**src/sv/swerve_steer_shortest_path_defines.svh**
```systemverilog
// ----------------------------------------------------------------------------
// Assertion macros for the steering shortest-path block
// Each macro expands to a labeled concurrent assertion, or to nothing when
// ASSERT_OFF is defined.
// ----------------------------------------------------------------------------
`ifndef SWERVE_STEER_SHORTEST_PATH_DEFINES_SVH
`define SWERVE_STEER_SHORTEST_PATH_DEFINES_SVH

`ifndef ASSERT_OFF
// Same-cycle implication, disabled while in reset.
`define ASSERT_IMPLIES(label, clk, rst, pre, post) \
  label: assert property (@(posedge clk) disable iff (rst) (pre) |-> (post)) \
    else $error("implication check failed");
// Next-cycle implication, disabled while in reset.
`define ASSERT_NEXT(label, clk, rst, pre, post) \
  label: assert property (@(posedge clk) disable iff (rst) (pre) |=> (post)) \
    else $error("next-cycle check failed");
`else
`define ASSERT_IMPLIES(label, clk, rst, pre, post)
`define ASSERT_NEXT(label, clk, rst, pre, post)
`endif

`endif

```
**src/sv/swsp_pkg.sv**
```systemverilog
// ----------------------------------------------------------------------------
// swsp_pkg
// Widths, register codes, stage counts and the result record shared by the
// steering shortest-path block.
// ----------------------------------------------------------------------------
package swsp_pkg;

  // Field widths.
  localparam int AW  = 32;  // input angle width
  localparam int SW  = 16;  // wheel speed width
  localparam int RW  = 20;  // angle range register width
  localparam int ZW  = 16;  // dead zone register width
  localparam int SPW = 20;  // steering setpoint width

  // Wrapped angles hold either a raw angle or a value below the range.
  localparam int WW = (AW > RW) ? AW : RW + 1;
  // Angle differences and their magnitudes.
  localparam int DW = WW + 2;

  // Remainder pipeline: bits of the angle magnitude retired per stage.
  localparam int BPS = 4;
  localparam int MS  = (AW + BPS - 1) / BPS;
  localparam int MB  = MS * BPS;
  // Wrap unit stages: magnitude, remainder steps, sign fixup.
  localparam int NW  = MS + 2;
  // Decision stages after the wrap unit.
  localparam int NP  = 3;
  // All pipeline stages.
  localparam int NS  = NW + NP;

  // Stream widths.
  localparam int IN_TDATA_W  = ((2 * AW + SW + 7) / 8) * 8;
  localparam int OUT_TDATA_W = ((SPW + SW + 7) / 8) * 8;

  // Configuration port.
  localparam int CFG_IDX_W = 1;
  localparam int CFG_DW    = RW;
  localparam logic [CFG_IDX_W-1:0] REG_ANGLE_RANGE = 1'd0;
  localparam logic [CFG_IDX_W-1:0] REG_DEAD_ZONE   = 1'd1;

  localparam logic [RW-1:0] ANGLE_RANGE_RESET = 20'd131072;
  localparam logic [ZW-1:0] DEAD_ZONE_RESET   = 16'd16;

  // Speed limits for saturating negation.
  localparam logic signed [SW-1:0] SPD_MIN = {1'b1, {(SW-1){1'b0}}};
  localparam logic signed [SW-1:0] SPD_MAX = {1'b0, {(SW-1){1'b1}}};

  // One steering decision.
  typedef struct packed {
    logic                  held;
    logic                  rev;
    logic signed [SW-1:0]  speed;
    logic [SPW-1:0]        setpoint;
  } result_t;

endpackage

```
**src/sv/swsp_wrap.sv**
```systemverilog
// ----------------------------------------------------------------------------
// swsp_wrap
// Pipelined wrap of a signed angle into [0, range): magnitude, a restoring
// remainder over several stages, then the sign fixup. Range zero passes the
// raw angle through.
// ----------------------------------------------------------------------------
module swsp_wrap (
  input  logic                             clk,
  input  logic [swsp_pkg::NW-1:0]          en,
  input  logic [swsp_pkg::RW-1:0]          range,
  input  logic signed [swsp_pkg::AW-1:0]   angle,
  output logic signed [swsp_pkg::WW-1:0]   wrapped
);

  // Retire one chunk of dividend bits into the running remainder.
  function automatic logic [swsp_pkg::RW-1:0] mod_chunk(
    input logic [swsp_pkg::RW-1:0]  rem_in,
    input logic [swsp_pkg::BPS-1:0] chunk,
    input logic [swsp_pkg::RW-1:0]  r
  );
    logic [swsp_pkg::RW:0] acc;
    acc = {1'b0, rem_in};
    for (int i = swsp_pkg::BPS - 1; i >= 0; i--) begin
      acc = {acc[swsp_pkg::RW-1:0], chunk[i]};
      if (acc >= {1'b0, r}) begin
        acc = acc - {1'b0, r};
      end
    end
    return acc[swsp_pkg::RW-1:0];
  endfunction

  logic [swsp_pkg::RW-1:0]        rem_q [swsp_pkg::MS+1];
  logic [swsp_pkg::MB-1:0]        bits_q [swsp_pkg::MS];
  logic                           neg_q [swsp_pkg::MS+1];
  logic signed [swsp_pkg::AW-1:0] raw_q [swsp_pkg::MS+1];
  logic [swsp_pkg::AW-1:0]        mag;

  // Magnitude of the input angle; the most negative value maps to its
  // unsigned magnitude.
  assign mag = angle[swsp_pkg::AW-1] ? swsp_pkg::AW'(-angle) : swsp_pkg::AW'(angle);

  always_ff @(posedge clk) begin
    if (en[0]) begin
      rem_q[0]  <= '0;
      bits_q[0] <= swsp_pkg::MB'(mag);
      neg_q[0]  <= angle[swsp_pkg::AW-1];
      raw_q[0]  <= angle;
    end
  end

  // Remainder stages, most significant chunk first.
  for (genvar j = 1; j <= swsp_pkg::MS; j++) begin : g_step
    always_ff @(posedge clk) begin
      if (en[j]) begin
        rem_q[j]  <= mod_chunk(rem_q[j-1],
                               bits_q[j-1][swsp_pkg::MB-1 -: swsp_pkg::BPS], range);
        neg_q[j]  <= neg_q[j-1];
        raw_q[j]  <= raw_q[j-1];
      end
    end
  end

  // Dividend bits still to be retired; the last stage needs none.
  for (genvar j = 1; j < swsp_pkg::MS; j++) begin : g_bits
    always_ff @(posedge clk) begin
      if (en[j]) begin
        bits_q[j] <= bits_q[j-1] << swsp_pkg::BPS;
      end
    end
  end

  // Sign fixup: a negative angle with a nonzero remainder lands at range - rem.
  always_ff @(posedge clk) begin
    if (en[swsp_pkg::NW-1]) begin
      if (range == '0) begin
        wrapped <= swsp_pkg::WW'(raw_q[swsp_pkg::MS]);
      end else if (neg_q[swsp_pkg::MS] && (rem_q[swsp_pkg::MS] != '0)) begin
        wrapped <= signed'(swsp_pkg::WW'(range - rem_q[swsp_pkg::MS]));
      end else begin
        wrapped <= signed'(swsp_pkg::WW'(rem_q[swsp_pkg::MS]));
      end
    end
  end

endmodule

```
**config.mk**
```make
export PLATFORM = sky130hd
export DESIGN_NAME = swsp_wrap
export DESIGN_NICKNAME = d
export VERILOG_FILES = /design/src/sv/swerve_steer_shortest_path_defines.svh /design/src/sv/swsp_pkg.sv /design/src/sv/swsp_wrap.sv
export SDC_FILE = /design/constraint.sdc
export NUM_CORES = 2
export LEC_CHECK = 0
export ABC_AREA = 1
export BUFFER_PORTS_ARGS = -buffer_cell sky130_fd_sc_hd__buf_2
export CAP_MARGIN = 0
export CORE_MARGIN = 10
export CORE_UTILIZATION = 55
export DETAILED_ROUTE_END_ITERATION = 16
export PLACE_DENSITY = 0.71
export RECOVER_POWER = 50
export SETUP_SLACK_MARGIN = 0.2
export SKIP_CTS_REPAIR_TIMING = 1
export SLEW_MARGIN = 30
export SYNTH_ARGS = -nofsm -noshare
export SYNTH_HDL_FRONTEND = slang
export SYNTH_SLANG_ARGS = --single-unit
```
**constraint.sdc**
```tcl
create_clock -name clk -period 18.8 [get_ports clk]
set_input_delay 2.82 -clock clk [delete_from_list [all_inputs] [get_ports clk]]
set_output_delay 2.82 -clock clk [all_outputs]
set_load 0.05 [all_outputs]
```
### Word level (Yosys, flattened, before mapping)

Memory sizes are Yosys's and may differ from the RTL's.
Cells that the tools add are included.

| storage, ports and cells | value |
|---|---|
| register bits after elaboration | 32 |
| bits in writable memories | 733 |
| memories | 4 |

Memory list:

| name | words | width | read ports | clocked after memory_dff | wr ports | line | source |
|---|---|---|---|---|---|---|---|
| raw_q | 9 | 32 | 9 | 0 | 9 | swsp_wrap.sv:35 | `logic signed [swsp_pkg::AW-1:0] raw_q [swsp_pkg::MS+1];` |
| bits_q | 8 | 32 | 8 | 0 | 8 | swsp_wrap.sv:33 | `logic [swsp_pkg::MB-1:0] bits_q [swsp_pkg::MS];` |
| rem_q | 9 | 20 | 9 | 0 | 9 | swsp_wrap.sv:32 | `logic [swsp_pkg::RW-1:0] rem_q [swsp_pkg::MS+1];` |
| neg_q | 9 | 1 | 9 | 0 | 9 | swsp_wrap.sv:34 | `logic neg_q [swsp_pkg::MS+1];` |

| operators by class | value |
|---|---|
| add/subtract/negate cells | 34 |
| magnitude comparators | 32 |
| multiplexer cells | 85 |
| reductions and logical operators | 3 |

Operators by type and width:

| cell | count |
|---|---|
| $mux W20 | 64 |
| $ge A21 B20 Y1 | 32 |
| $sub A20 B20 Y20 | 32 |
| $mux W32 | 3 |
| $neg A32 Y32 | 1 |
| $sub A20 B20 Y21 | 1 |
| $logic_not A20 Y1 | 1 |
| $reduce_bool A20 Y1 | 1 |
| $mux W1 | 18 |
| $logic_and A1 B1 Y1 | 1 |

### Depth between registers and ports, before layout

An unclocked memory read counts as a cell.

| depth | value |
|---|---|
| depth in word-level cells | 13 |
| gate-level depth with buffers | 65 |

### Worst setup path before layout

Ideal clock, no wire load.

| path | value |
|---|---|
| path kind | input to register |
| from | input port range[1] in the netlist's numbering |
| to | memory rem_q[0][74] in the netlist's numbering (data pin) |
| setup time | 252 ps |
| arrival | 10798 ps |
| data required time | 18548 ps |
| path slack | 7750 ps |
| cell stages on the path | 50 |
| buffers on the path | 3 |
| cell sequence | inv_1 > ha_1 > nand2_1 > nor2_1 > nand2_1 > nand3_2 > nand2_1 > nand4_4 > clkbuf_1 > o21ai_0 > inv_1 > ha_1 > nand2_1 > nor2_1 > inv_1 > nor2_1 > nand4_1 > nand3_1 > [... 14 more ...] > nand2_1 > a21oi_2 > nand3_4 > buf_2 > nand2_1 > o21ai_1 > fa_1 > nand2_1 > nand2_1 > a21oi_1 > o21ai_0 > a21boi_0 > o21bai_1 > a21oi_1 > o21ai_0 > xor2_1 > nand2_1 > nand2_1 |

RTL lines:

| item | line | source |
|---|---|---|
| start: declaration | swsp_wrap.sv:10 | `input logic [swsp_pkg::RW-1:0] range,` |
| end: declaration | swsp_wrap.sv:32 |  |

==> metrics.md <==
| Metric | Value |
|---|---|
| Slowest Stage Delay on Critical Path | `0.74 ns` |
| Clock Sinks | `616` |
| Final WS setup | `5.029 ns` |
| DIE WIDTH | `357.6 um` |
| Num CTS Buffers | `68` |
| Violated checks | `max-capacitance violations, max-slew violations` |
| Starting Density | `55.57%` |
| Largest area contributor in the netlist | `edfxtp_1` |
| Drt first pass iters | `8` |
| Fin Setup TNS | `0 ns` |
| CP Data Arrival Time | `14.16 ns` |
| Antenna-violating nets left | `0` |
| Max-cap violations | `4` |
| Endpoints failing hold | `0` |
| Top Ports | `95` |
| Initial drt markers | `5862` |
| Number of synthesized flops with an enable pin | `616` |
| Post-layout utilization of the core | `59.33%` |
| CP Launch Type | `input port` |
| Hold Slack | `0.4051 ns` |
| Pin count of the biggest net entering global routing | `74` |
| Root Driver | `clkbuf_16` |
| Crit-path max FO | `35` |
| Critical path's slowest cell | `o21ai_0` |
| Total Nets Final | `9624` |
| WP buf/inv | `8` |
| Yosys top cell area share | `29.51%` |
| HPWL after DPL | `161.5 mm` |
| First-pass GRT wire length | `319.1 mm` |
| Via count | `60.19k` |
| Vias in the first global route | `55.73k` |
| Outcome | `finished, violations left` |
| Clock slew at reported path FFs | `0.07 ns` |
| Drc violations | `0` |
| Antenna Cells | `0` |
| #FFs+latches synth | `616` |
| Yosys warns | `0` |
| Cell area after synthesis | `0.06268 mm^2` |
| Final critical-path required period | `13.77 ns` |
| Yosys cell types | `63` |
| Worst skew pair latency | `0.65 ns` |
| Worst Tran Pin Value | `3.943 ns` |
| Total grt overflow | `0` |
| Part of the Yosys area used for sequential elements | `29.51%` |
| GRT Util Overall | `31.63%` |
| CP required | `19.19 ns` |
| Crit end category | `flip-flop` |
| Area grow syn2layout | `6.767%` |
| Post-Synthesis Cells | `8795` |
| Floorplan core area | `0.1128 mm^2` |
| Worst Path Class, Setup | `in -> reg` |
| Die area | `0.1279 mm^2` |
| # setup viols final | `0` |
| Mapped Avg Cell Area | `7.127 um^2` |
| RSZ-0062 raised after global routing | `no` |
| Setup Skew | `0.01805 ns` |
| Final period utilization | `73.25%` |
| Net count after synthesis | `9533` |
| Routed WL | `209.6 mm` |
| F_max | `72.62 MHz` |
| I/O Buffers | `94` |
| Via-to-Cell Ratio | `5.765` |
| H-tree depth | `3` |
| WL/cell | `20.07 um` |
| Asr flop ratio synth | `0%` |
| Largest cells by area after synthesis | `edfxtp_1 (30%), nand2_1 (18%), ha_1 (13%)` |
| Crit-path leading delay family | `simple AND/OR/NAND/NOR gates` |
| RePlAce Congestion | `0.9961` |
| CTS max path bufs | `3` |
| Hold Crit Class | `reg -> reg` |
| Antenna violations before repair | `10` |
| Layout cells sized above 1 | `4.563%` |
| CTS tree | `built` |
| Slew HR | `-162.9%` |
| Ys flop type | `edfxtp_1` |
| Most frequent CP cell | `nand2_1` |
| Die Height | `357.6 um` |
| Place WS | `4.528 ns` |
| Row count | `123` |
| Max-slew violations | `206` |
| # fillers | `10.73k` |
[worst paths after layout]
kind	startpoint	endpoint	slack [ns]	cells past startpoint
hold reg to reg	bits_q[0][46]	bits_q[0][82]	0.41	0
setup / recovery	range[11]	rem_q[0][114]	5.03	49
setup reg to reg	rem_q[0][68]	rem_q[0][97]	8.09	48
hold / removal	bits_q[0][46]	bits_q[0][82]	0.41	0
[flip-flops by register name (all words and copies together), names as in the netlist]
name and flops:
wrapped 32, rem_q 160, raw_q 285, neg_q 2, bits_q 137
[through the flow]
step	cells	area [um^2]
detailed placement	10320	64680
global placement	10320	64680
global route	10440	66930
floorplan	8795	62680
finish	10440	66930
CTS	10440	66970
[per-layer routing]
layer	up-vias	track usage [%]	part of all wire (%)
met5	-	0	0.052
met4	18	14.21	5.2
met3	500	4.840	7.9
met2	2429	50.81	45
met1	27700	41.91	42
li1	29540	-	-
[layout by cell type (no fill, tap or decap), types with 25 or more instances in the layout]
cell type | netlist | layout
nand2_1 | 3012 | 3011
inv_1 | 1025 | 1007
ha_1 | 643 | 643
edfxtp_1 | 616 | 616
a21oi_1 | 611 | 611
nand3_1 | 561 | 561
nor2_1 | 505 | 503
o21ai_0 | 380 | 380
xor2_1 | 284 | 284
xnor2_1 | 241 | 241
nand4_1 | 168 | 168
nor3_1 | 70 | 70
clkbuf_16 | 0 | 69
buf_4 | 26 | 64
buf_2 | 61 | 56
o21bai_1 | 55 | 55
clkbuf_1 | 27 | 51
nor4_1 | 46 | 46
nand3b_1 | 40 | 40
a21o_1 | 37 | 37
a31oi_1 | 35 | 35
fa_1 | 32 | 32
inv_2 | 14 | 31
o21ai_1 | 30 | 30
nand2_2 | 24 | 25
a21boi_0 | 26 | 25
[worst register-to-register path, delay by kind of cell, from the launching register on]
family / cells / cell delay, ns
flops: 1 / 0.52
buf+inv: 5 / 0.99
simple gates: 31 / 5.24
fa+ha+maj: 4 / 1.51
compound gates: 8 / 2.19
[logic make-up (layout without fill, tap and decap cells)]
kind of cell	Yosys count	after routing	synth area share [%]
adder cells (fa/ha/maj)	675	675	13.86
buffers and inverters	1184	1330	7.677
XOR/XNOR	525	525	7.335
AND/OR/NAND/NOR	4532	4532	30.53
flip-flops	616	616	29.51
AO/OA/AOI/OAI	1263	1263	11.09
[synth_stat cells, types with 55 or more instances]
cell      instances
nor3_1           70
o21bai_1         55
xor2_1          284
nand2_1        3012
edfxtp_1        616
xnor2_1         241
nand3_1         561
nand4_1         168
inv_1          1025
nor2_1          505
ha_1            643
buf_2            61
a21oi_1         611
o21ai_0         380
[layout make-up]
type | count | area, um^2 | area share (%)
inverters | 1043 | 3920 | 5.857
well taps | 1500 | 1877 | 2.804
multi-input cells | 6995 | 39400 | 58.87
flip-flops and latches | 616 | 18500 | 27.64
clock inverters | 45 | 521.8 | 0.7796
clock buffers | 80 | 1768 | 2.642
repair buffers | 162 | 942.2 | 1.408
Power is not shown: default switching activity piles up to over one toggle a cycle in this logic, so the estimate is an artifact.
