### src/sv/swerve_steer_shortest_path_defines.svh
// ----------------------------------------------------------------------------
// Assertion macros for the steering shortest-path block
// Each macro expands to a labeled concurrent assertion, or to nothing when
// ASSERT_OFF is defined.
// ----------------------------------------------------------------------------
`ifndef SWERVE_STEER_SHORTEST_PATH_DEFINES_SVH
`define SWERVE_STEER_SHORTEST_PATH_DEFINES_SVH

`ifndef ASSERT_OFF
// Same-cycle implication, disabled while in reset.
`define ASSERT_IMPLIES(label, clk, rst, pre, post) \
  label: assert property (@(posedge clk) disable iff (rst) (pre) |-> (post)) \
    else $error("implication check failed");
// Next-cycle implication, disabled while in reset.
`define ASSERT_NEXT(label, clk, rst, pre, post) \
  label: assert property (@(posedge clk) disable iff (rst) (pre) |=> (post)) \
    else $error("next-cycle check failed");
`else
`define ASSERT_IMPLIES(label, clk, rst, pre, post)
`define ASSERT_NEXT(label, clk, rst, pre, post)
`endif

`endif

### src/sv/swsp_pkg.sv
// ----------------------------------------------------------------------------
// swsp_pkg
// Widths, register codes, stage counts and the result record shared by the
// steering shortest-path block.
// ----------------------------------------------------------------------------
package swsp_pkg;

  // Field widths.
  localparam int AW  = 32;  // input angle width
  localparam int SW  = 16;  // wheel speed width
  localparam int RW  = 20;  // angle range register width
  localparam int ZW  = 16;  // dead zone register width
  localparam int SPW = 20;  // steering setpoint width

  // Wrapped angles hold either a raw angle or a value below the range.
  localparam int WW = (AW > RW) ? AW : RW + 1;
  // Angle differences and their magnitudes.
  localparam int DW = WW + 2;

  // Remainder pipeline: bits of the angle magnitude retired per stage.
  localparam int BPS = 4;
  localparam int MS  = (AW + BPS - 1) / BPS;
  localparam int MB  = MS * BPS;
  // Wrap unit stages: magnitude, remainder steps, sign fixup.
  localparam int NW  = MS + 2;
  // Decision stages after the wrap unit.
  localparam int NP  = 3;
  // All pipeline stages.
  localparam int NS  = NW + NP;

  // Stream widths.
  localparam int IN_TDATA_W  = ((2 * AW + SW + 7) / 8) * 8;
  localparam int OUT_TDATA_W = ((SPW + SW + 7) / 8) * 8;

  // Configuration port.
  localparam int CFG_IDX_W = 1;
  localparam int CFG_DW    = RW;
  localparam logic [CFG_IDX_W-1:0] REG_ANGLE_RANGE = 1'd0;
  localparam logic [CFG_IDX_W-1:0] REG_DEAD_ZONE   = 1'd1;

  localparam logic [RW-1:0] ANGLE_RANGE_RESET = 20'd131072;
  localparam logic [ZW-1:0] DEAD_ZONE_RESET   = 16'd16;

  // Speed limits for saturating negation.
  localparam logic signed [SW-1:0] SPD_MIN = {1'b1, {(SW-1){1'b0}}};
  localparam logic signed [SW-1:0] SPD_MAX = {1'b0, {(SW-1){1'b1}}};

  // One steering decision.
  typedef struct packed {
    logic                  held;
    logic                  rev;
    logic signed [SW-1:0]  speed;
    logic [SPW-1:0]        setpoint;
  } result_t;

endpackage

### src/sv/swsp_pick.sv
// ----------------------------------------------------------------------------
// swsp_pick
// Three-stage decision: shortest deltas to the target and to the half-turn
// target, their magnitudes, then dead zone, selection and speed reversal.
// ----------------------------------------------------------------------------
module swsp_pick (
  input  logic                            clk,
  input  logic [swsp_pkg::NP-1:0]         en,
  input  logic [swsp_pkg::RW-1:0]         range,
  input  logic [swsp_pkg::ZW-1:0]         dead_zone,
  input  logic signed [swsp_pkg::WW-1:0]  wt,
  input  logic signed [swsp_pkg::WW-1:0]  wf,
  input  logic signed [swsp_pkg::SW-1:0]  speed,
  output swsp_pkg::result_t               res
);

  // Fold a delta into [-half, half] by one range step.
  function automatic logic signed [swsp_pkg::DW-1:0] fold(
    input logic signed [swsp_pkg::DW-1:0] d,
    input logic signed [swsp_pkg::DW-1:0] r,
    input logic signed [swsp_pkg::DW-1:0] h
  );
    logic signed [swsp_pkg::DW-1:0] o;
    o = d;
    if (d > h) begin
      o = d - r;
    end else if (d < -h) begin
      o = d + r;
    end
    return o;
  endfunction

  function automatic logic signed [swsp_pkg::DW-1:0] absv(
    input logic signed [swsp_pkg::DW-1:0] v
  );
    return (v < 0) ? -v : v;
  endfunction

  logic signed [swsp_pkg::DW-1:0] rr, half, dz, rt0, rt_n, mrd;
  logic signed [swsp_pkg::DW-1:0] dd_a, rt_a, wt_a, wf_a;
  logic signed [swsp_pkg::DW-1:0] rd_b, mdd_b, rt_b, wt_b, wf_b;
  logic signed [swsp_pkg::SW-1:0] spd_a, spd_b;
  logic signed [swsp_pkg::DW-1:0] sel;
  logic                           held_c, rev_c;

  assign rr   = signed'(swsp_pkg::DW'(range));
  assign half = signed'(swsp_pkg::DW'(range >> 1));
  assign dz   = signed'(swsp_pkg::DW'(dead_zone));

  // Half-turn target, wrapped back below the range.
  assign rt0  = swsp_pkg::DW'(wt) + half;
  assign rt_n = (rt0 >= rr) ? rt0 - rr : rt0;

  // Stage A: direct shortest delta and reversed target.
  always_ff @(posedge clk) begin
    if (en[0]) begin
      dd_a  <= fold(swsp_pkg::DW'(wt) - swsp_pkg::DW'(wf), rr, half);
      rt_a  <= rt_n;
      wt_a  <= swsp_pkg::DW'(wt);
      wf_a  <= swsp_pkg::DW'(wf);
      spd_a <= speed;
    end
  end

  // Stage B: reversed shortest delta and direct magnitude.
  always_ff @(posedge clk) begin
    if (en[1]) begin
      rd_b  <= fold(rt_a - wf_a, rr, half);
      mdd_b <= absv(dd_a);
      rt_b  <= rt_a;
      wt_b  <= wt_a;
      wf_b  <= wf_a;
      spd_b <= spd_a;
    end
  end

  // Stage C: dead zone, strict comparison, selection.
  assign mrd    = absv(rd_b);
  assign held_c = (mdd_b <= dz);
  assign rev_c  = !held_c && (mrd < mdd_b);
  assign sel    = held_c ? wf_b : (rev_c ? rt_b : wt_b);

  always_ff @(posedge clk) begin
    if (en[2]) begin
      res.held     <= held_c;
      res.rev      <= rev_c;
      res.setpoint <= sel[swsp_pkg::SPW-1:0];
      if (!rev_c) begin
        res.speed <= spd_b;
      end else if (spd_b == swsp_pkg::SPD_MIN) begin
        res.speed <= swsp_pkg::SPD_MAX;
      end else begin
        res.speed <= -spd_b;
      end
    end
  end

endmodule

### config.mk
export PLATFORM = sky130hd
export DESIGN_NAME = swsp_pick
export DESIGN_NICKNAME = d
export VERILOG_FILES = /design/src/sv/swerve_steer_shortest_path_defines.svh /design/src/sv/swsp_pkg.sv /design/src/sv/swsp_pick.sv
export SDC_FILE = /design/constraint.sdc
export NUM_CORES = 1
export LEC_CHECK = 0
export BUFFER_PORTS_ARGS = -buffer_cell sky130_fd_sc_hd__buf_2
export CAP_MARGIN = 20
export CORE_MARGIN = 1.5
export CORE_UTILIZATION = 45
export DETAILED_ROUTE_END_ITERATION = 7
export PLACE_DENSITY = 0.64
export SLEW_MARGIN = 10
export SYNTH_ARGS = -nofsm -noshare
export SYNTH_HDL_FRONTEND = slang
export SYNTH_SLANG_ARGS = --single-unit
### constraint.sdc
create_clock -name clk -period 6 [get_ports clk]
set_input_delay 0.9 -clock clk [delete_from_list [all_inputs] [get_ports clk]]
set_output_delay 0.9 -clock clk [all_outputs]
set_load 0.02 [all_outputs]
* Word level (Yosys, flattened, before mapping)
Index checks and enable logic that the tools add are counted.
** Storage, ports and cells
- Output and inout bits :: 38
- Flip-flop bits (word level) :: 318
** Cells by class
- Reduce and logical (&&, ||, !) cells :: 2
- $add $sub $neg :: 12
- $lt $le $gt $ge :: 9
- Multiplexer cells :: 11
- Equal/unequal tests :: 1
** Operators by type and width (number)
- 2-to-1 mux 34 bit :: 7
- less-than comparator 34 x 1 -> 1 bit (second input constant) :: 2
- less-than comparator 34 bit :: 2
- negation 34 bit :: 2
- subtractor 33 x 21 -> 34 bit :: 2
- 2-to-1 mux 20 bit :: 2
- adder 33 x 21 -> 34 bit :: 1
- adder 34 x 21 -> 34 bit :: 1
- > comparator 34 x 20 -> 1 bit :: 1
- <= comparator 34 x 17 -> 1 bit :: 1
- less-than comparator 33 x 34 -> 1 bit :: 1
- negation 19 -> 34 bit :: 1
- subtractor 34 x 21 -> 34 bit :: 1
- subtractor 34 x 32 -> 34 bit :: 1
- adder 32 x 20 -> 33 bit :: 1
- >= comparator 33 x 21 -> 1 bit :: 1
- > comparator 33 x 20 -> 1 bit :: 1
- subtractor 32 x 32 -> 33 bit :: 1
- 2-to-1 mux 16 bit :: 2
- equality test 16 bit (second input constant) :: 1
- negation 16 bit :: 1
- logical AND 1 bit :: 1
- zero test 1 bit :: 1

* Logic depth before layout (Yosys ltp)
Gate-level depths: netlist of the first run.
- Depth in word-level cells :: 6
- Mapped depth :: 25
- Gate-level depth less buffers :: 23

* Worst setup path before layout of the first run
OpenSTA, ideal clock, no wires.
- Path type :: flip-flop to flip-flop
- Start point :: register rd_b[7] in the netlist's numbering
- End point :: register res[7] in the netlist's numbering, data pin
- Required time :: 5730 ps
- Stages on the path, launching flop included :: 21
- Setup slack :: 351 ps
- Setup time :: 270 ps
- Path buffers :: 2
- Data arrival time :: 5378 ps
- Cell sequence :: edfxtp_1 or4_1 or3_1 or4_1 or3_1 o41ai_1 xnor2_1 ha_1 a21o_1 a21o_1 a21o_1 a21o_1 a21oi_1 nor2b_1 o21ai_0 nand2b_1 a221oi_1 clkbuf_1 clkbuf_1 mux2i_1 a21oi_1
** Between the ends
- Longest elaborated chain between the ends :: 6
- Elaborated cells on any way between the ends :: 7
- Those cells by class :: add/sub (1); order compare (2); mux (3); reduce/logical (1)
** Ends and longest elaborated chain
- start: declaration :: line swsp_pick.sv:41 : logic signed [swsp_pkg::DW-1:0] rd_b, mdd_b, rt_b, wt_b, wf_b;
- start signal: assignment :: line swsp_pick.sv:68 : rd_b <= fold(rt_a - wf_a, rr, half);
- negation 34 bit / less-than comparator 34 x 1 -> 1 bit (equally long branches) :: line swsp_pick.sv:36 : return (v < 0) ? -v : v;
- 2-to-1 mux 34 bit (*) :: line swsp_pick.sv:36
- less-than comparator 34 bit (*) :: line swsp_pick.sv:80 : assign rev_c = !held_c && (mrd < mdd_b);
- logical AND 1 bit (*) :: line swsp_pick.sv:80
- 2-to-1 mux 20 bit (*) (2 in series) :: line swsp_pick.sv:81 : assign sel = held_c ? wf_b : (rev_c ? rt_b : wt_b);
- named net sel, one bit :: line swsp_pick.sv:43 : logic signed [swsp_pkg::DW-1:0] sel;
- end: declaration :: line swsp_pick.sv:14 : output swsp_pkg::result_t res
Mark *: on every way through the listed nets, which the timed path passes. The rest lies on a longest branch.
A chain may end at the register's enable or synchronous reset.

* Worst setup path after layout of the first run
- Start point :: input port wf[4] in the netlist's numbering
- End point :: register dd_a[14] in the netlist's numbering, data pin
** Between the ends
- Longest elaborated chain between the ends :: 4
- Elaborated cells on any way between the ends :: 7
- Those cells by class :: add/sub (3); order compare (2); mux (2)
** Ends and longest elaborated chain
- start: declaration :: line swsp_pick.sv:12 : input logic signed [swsp_pkg::WW-1:0] wf,
- subtractor 32 x 32 -> 33 bit (*) :: line swsp_pick.sv:57 : dd_a <= fold(swsp_pkg::DW'(wt) - swsp_pkg::DW'(wf), rr, half);
- adder 33 x 21 -> 34 bit / less-than comparator 33 x 34 -> 1 bit (equally long branches) :: line swsp_pick.sv:28, swsp_pick.sv:27
- 2-to-1 mux 34 bit :: line swsp_pick.sv:27 : end else if (d < -h) begin
- 2-to-1 mux 34 bit (*) :: line swsp_pick.sv:25 : if (d > h) begin
- end signal: assignment :: line swsp_pick.sv:57
- end: declaration :: line swsp_pick.sv:40 : logic signed [swsp_pkg::DW-1:0] dd_a, rt_a, wt_a, wf_a;
Every way passes the cells marked *; elsewhere a longest branch is shown, timed or not.

==> impl_metrics.json, run 1 <==
{
  "wl_um": 94200,
  "power.internal_w": 0.00747,
  "required_ns": 6.30,
  "core_sq_um": 61900,
  "cap_violations": 0,
  "synth.yosys.seq_area_share_pct": 33.7,
  "drt_iter0_markers": 2056,
  "worst-path-stages": 22,
  "fp.dieW_um": 254,
  "dpl_cell_area_sq_um": 32100,
  "drive_gt1_share_pct": 17.5,
  "cp-start-kind": "primary input",
  "yosys_register_bits": 318,
  "cts_tree": "yes",
  "grt_pass1_wl_um": 141000,
  "antennaDiodeCount": 0,
  "path_delay_family": "compound AO/OA/AOI/OAI gates",
  "clock_path_buffers": 3,
  "skew_ns": 0.0360,
  "yosys_warnings": 0,
  "avgSynthCellArea_sq_um": 9.19,
  "fin_area_sq_um": 33600,
  "vdd_drop_max_uv": 214,
  "clock_latency_ns": 0.59,
  "synth_area_sq_um": 28400,
  "seq_power_share_pct": 25.9,
  "synthToLayoutAreaGrowth_pct": 18.5,
  "finalCritPeriodShare_pct": 97.2,
  "grt.overflow.total": 0,
  "switching_share_pct": 41.6,
  "synth_cell_types": 88,
  "drtPass1Iterations": 6,
  "synthFlopType": "edfxtp_1",
  "synthesis.nets": 3556,
  "reg2regPathDepth": 20,
  "endpoint_kind": "flip-flop",
  "min_path_type": "reg -> reg",
  "cts_max_level": 2,
  "crit_slowest_cell": "a2111o_1",
  "pre_cts_ws_ns": -0.712,
  "clock_sinks": 318,
  "drv_slew": 0,
  "antenna_left": 0,
  "ios": 158,
  "drc_errors": 0,
  "cts.reportedPaths.clkPinSlew_ns": 0.06,
  "p_switching_w": 0.00532,
  "fmax_mhz": 171,
  "synth_edf_count": 318,
  "path_cells": "buf_2 -> inv_1 -> ha_1 -> a21o_1 -> or3_1 -> o21ba_2 -> a211o_1 -> buf_4 -> a31o_2 -> a21oi_1 -> xnor2_1 -> ha_1 -> nand2_1 -> nor3_4 -> nand4_1 -> a2111o_1 -> o31a_1 -> buf_4 -> buf_4 -> o21ai_0 -> a31o_2 -> a21oi_1",
  "io_buffers": 157,
  "setup_violations": 0,
  "viasPerCell": 5.89,
  "worstPathArrival_ns": 6.13,
  "die_h_um": 254,
  "setup_ws_ns": 0.168,
  "crit_buf_inv": 5,
  "power_density_nw_per_um2": 381,
  "root_buffer": "clkbuf_16",
  "vias": 25700,
  "post-route-min-period_ns": 5.83,
  "worstSetupPathType": "in -> reg",
  "grt_max_degree": 129,
  "rows": 91,
  "holdBufCountCts": 0,
  "post-dp-hpwl_um": 76600,
  "cpMostUsedCell": "buf_4",
  "power.total_w": 0.0128,
  "slowest_delay_ns": 0.55,
  "antenna_found_initial": 0,
  "worstMarginPinSlew_ns": 0.998,
  "wire_per_inst_um": 21.6,
  "numCtsBuffers": 40,
  "grt_usage_pct": 28.5,
  "die_area_sq_um": 64500,
  "combPwrFrac_pct": 55.0,
  "slew_headroom_pct": 33.5,
  "fin_nets": 3961,
  "holdPathStages": 0,
  "worstPathMaxFanout": 19,
  "grt_pass1_vias": 24200,
  "async_flop_share_pct": 0,
  "clock_power_share_pct": 19.0,
  "status": "complete, no violations",
  "gp_congestion": 0.961,
  "initial_core_util_pct": 45.8,
  "p_leak_nw": 14.4,
  "hold_viol": 0,
  "synth_cells": 3085
}
==> cell type report <==
class                   instances  area, sq um
clock buffers                  47         1030
clock inverters                25          297
fillers                      5723        28300
inverters                     229          860
multi-input cells            2439        17700
flip-flops and latches        318         9550
well taps                     837         1050
repair buffers                462         3150
==> placed cells by master (no fill, tap or decap), types with 39 or more instances in the layout <==
cell and n:
edfxtp_1 318, nand2_1 199, a21o_1 75, clkbuf_16 40, nor3_1 95, xnor2_1 150, nand3_1 75, inv_1 229
nand4_1 45, o21ai_0 155, nand2b_1 48, ha_1 343, buf_2 156, xor2_1 58, mux2i_1 64, buf_4 299
nor2_1 229, a21oi_1 238, nor2b_1 39
==> repair_timing <==
item | in CTS | in global routing
pin swaps | 0 | 5
resized for setup | 1 | 22
endpoints found under the setup margin | 14 | 86
setup buffers | 0 | 11
==> metrics by stage <==
stage	hold WS, ns	util, %	setup TNS (ns)	std cells
after floorplan	0.400	-	0	3085
after CTS	0.413	54.0	0	4346
final	0.413	54.2	0	4357
after global placement	0.402	51.8	-16.09	4273
after global routing	0.413	54.2	-0.0482	4357
after detailed placement	0.405	51.8	-18.97	4274
==> sequential cells by signal, summed over array words and instances (netlist names) <==
signal,flops
dd_a,34
mdd_b,34
rd_b,34
res,38
rt_a,34
rt_b,20
spd_a,16
spd_b,16
wf_a,32
wf_b,20
wt_a,20
wt_b,20
==> cell families after synthesis <==
group	count (synthesis)	share of synthesized area, %
buf+inv	328	4.50
simple gates	940	16.6
mux	80	2.96
fa+ha+maj	351	15.7
xor+xnor	210	6.51
compound gates	858	20.0
flops	318	33.7
==> synthesized netlist by cell type, types with 32 or more instances <==
library cell / count / area, sq um
a211oi_1: 32 / 240
a21o_1: 75 / 563
a21oi_1: 239 / 1200
a31oi_1: 33 / 206
clkbuf_1: 86 / 323
edfxtp_1: 318 / 9550
ha_1: 343 / 4290
inv_1: 229 / 860
mux2i_1: 64 / 641
nand2_1: 199 / 747
nand2b_1: 48 / 300
nand3_1: 75 / 375
nand4_1: 45 / 282
nor2_1: 230 / 863
nor2b_1: 39 / 244
nor3_1: 99 / 495
nor4_1: 36 / 225
o211ai_1: 35 / 263
o21ai_0: 158 / 791
o31ai_1: 39 / 293
or3_1: 33 / 206
xnor2_1: 150 / 1310
xor2_1: 59 / 517
==> path summary, 6_finish.rpt <==
kind	from	endpoint	slack (ns)
max	wf[4]	dd_a[14]$_DFFE_PP_	0.17
min reg2reg	wt_a[18]$_DFFE_PP_	wt_b[18]$_DFFE_PP_	0.41
max reg2reg	rt_a[4]$_DFFE_PP_	rd_b[29]$_DFFE_PP_	0.20
min	wt_a[18]$_DFFE_PP_	wt_b[18]$_DFFE_PP_	0.41
==> power groups by stage <==
stage | registers (W) | clock network (W) | logic [W]
floorplan | 0.00329 | 0 | 0.00432
global placement | 0.00335 | 0 | 0.00672
detailed placement | 0.00336 | 0 | 0.00683
CTS | 0.00332 | 0.00249 | 0.00688
global route | 0.00336 | 0.00256 | 0.00770
finish | 0.00332 | 0.00243 | 0.00704
==> per-layer routing <==
| layer | global-route usage [%] | part of all wire [%] |
|---|---|---|
| met3 | 2.70 | 5.0 |
| met2 | 46.9 | 47 |
| met4 | 9.69 | 3.4 |
| met1 | 39.1 | 45 |
| met5 | 0 | 0 |
No activity file was read; power rests on OpenSTA's default activity.
==> run 2: changes to the inputs <==
--- a/config.mk
+++ b/config.mk
@@ -7,7 +7,6 @@
 export LEC_CHECK = 0
 export BUFFER_PORTS_ARGS = -buffer_cell sky130_fd_sc_hd__buf_2
 export CAP_MARGIN = 20
-export CORE_MARGIN = 1.5
 export CORE_UTILIZATION = 45
 export DETAILED_ROUTE_END_ITERATION = 7
 export PLACE_DENSITY = 0.64
==> impl_metrics.json, run 2 (synthesis results as in run 1) <==
{
  "status": "complete, no violations",
  "pre_cts_ws_ns": -0.716,
  "die_area_sq_um": 64000,
  "cts.reportedPaths.clkPinSlew_ns": 0.06,
  "vdd_drop_max_uv": 214,
  "largest_register_ffs": 38,
  "cap_violations": 0,
  "ios": 158,
  "core_sq_um": 61900,
  "fin_nets": 3923,
  "worstSetupPathType": "reg -> reg",
  "io_buffers": 157,
  "grt.overflow.total": 0,
  "dp.cells": 4243,
  "fin_cells": 4315,
  "grt_max_degree": 132,
  "gp_congestion": 0.998,
  "viasPerCell": 5.95,
  "antennaDiodeCount": 0,
  "root_buffer": "clkbuf_16",
  "post-dp-hpwl_um": 73900,
  "mostFrequentLayoutCells": "342 x ha_1, 318 x edfxtp_1, 253 x buf_4",
  "min_path_type": "reg -> reg",
  "synthToLayoutAreaGrowth_pct": 17.9,
  "drc_errors": 0,
  "setup_violations": 0,
  "drt_iter0_markers": 2399,
  "drv_slew": 0,
  "power.total_w": 0.0127,
  "antenna_found_initial": 1,
  "clock_latency_ns": 0.59,
  "cts_tree": "yes",
  "die_h_um": 253,
  "grt_pass1_wl_um": 138000,
  "cts_max_level": 2,
  "clock_path_buffers": 3,
  "worstMarginPinSlew_ns": 1.06,
  "layout_commonest_cell": "ha_1",
  "antenna_left": 0,
  "clock_sinks": 318,
  "hold_viol": 0,
  "p_leak_nw": 14.3,
  "fp.dieW_um": 253,
  "vias": 25700,
  "wl_um": 91200,
  "cp-start-kind": "flip-flop",
  "rows": 91,
  "regMostFlops": "res",
  "worstPathMaxFanout": 4,
  "power_density_nw_per_um2": 379,
  "drive_gt1_share_pct": 16.8,
  "endpoint_kind": "flip-flop",
  "setup_ws_ns": 0.224,
  "skew_ns": 0.0306,
  "numCtsBuffers": 39,
  "post-route-min-period_ns": 5.78,
  "grt_usage_pct": 27.8,
  "required_ns": 6.27,
  "fmax_mhz": 173,
  "initial_core_util_pct": 45.8,
  "drtPass1Iterations": 6,
  "slew_headroom_pct": 29.5,
  "wire_per_inst_um": 21.1,
  "grt_pass1_vias": 24500,
  "worstPathArrival_ns": 6.05,
  "finalCritPeriodShare_pct": 96.3
}
## run 2: power breakdown
part / total [W] / internal (W) / switching, W
Clock: 0.00235 / 0.00138 / 0.000971
Sequential: 0.00332 / 0.00302 / 0.000307
Combinational: 0.00701 / 0.00301 / 0.00400
Total: 0.0127 / 0.00741 / 0.00528
## run 2: metrics by stage
stage	setup TNS (ns)	hold WS, ns	utilization, %	cell area [sq um]
5_1_grt	-0.0272	0.421	54.0	33400
3_3_place_gp	-22.22	0.402	51.5	31900
2_1_floorplan	0	0.400	-	28400
4_1_cts	0	0.416	53.6	33200
3_5_place_dp	-18.59	0.405	51.5	31900
6_report	0	0.416	54.0	33400
## run 2: final cells by class
cell class	instances	area (sq um)
inverters	229	860
flip-flops and latches	318	9550
fillers	5738	28500
multi-input cells	2439	17800
well taps	837	1050
repair buffers	425	2950
clock buffers	46	1000
clock inverters	21	263
## run 2: worst paths after layout
path / startpoint / to / slack (ns) / cells past startpoint
hold reg to reg: wt_a[18]$_DFFE_PP_ / wt_b[18]$_DFFE_PP_ / 0.42 / 0
setup / recovery: rt_a[0]$_DFFE_PP_ / rd_b[29]$_DFFE_PP_ / 0.22 / 22
hold / removal: wt_a[18]$_DFFE_PP_ / wt_b[18]$_DFFE_PP_ / 0.42 / 0
setup reg to reg: rt_a[0]$_DFFE_PP_ / rd_b[29]$_DFFE_PP_ / 0.22 / 22
## run 2: what timing repair did
action                     in CTS  in global routing
buffers inserted                0                  5
setup endpoints to repair      33                 87
hold buffers                    0                  0
pin swaps                       0                  8
resized for setup               4                 39
## run 2: critical path, cell delays in order (launching register included)
cell and delay, ns:
edfxtp_1 0.37, inv_1 0.07, ha_2 0.19, inv_1 0.05
fa_1 0.39, a21o_1 0.21, a221oi_4 0.37, o21ai_2 0.16
buf_4 0.17, a211o_1 0.30, a21oi_1 0.26, xnor2_2 0.18
ha_1 0.29, nand4_1 0.11, buf_4 0.13, o32ai_1 0.07
or4b_2 0.63, o21ai_2 0.23, nand2_1 0.10, or3b_2 0.51
or4_1 0.42, o41ai_1 0.10, xor2_1 0.13
## run 2: per-layer routing
metal,global-route usage (%),share of wire [%],up-vias
met5,0,0.014,-
met1,36.8,44,12200
met3,3.66,5.9,201
met4,11.4,4.1,2
li1,-,-,12300
met2,45.6,46,944
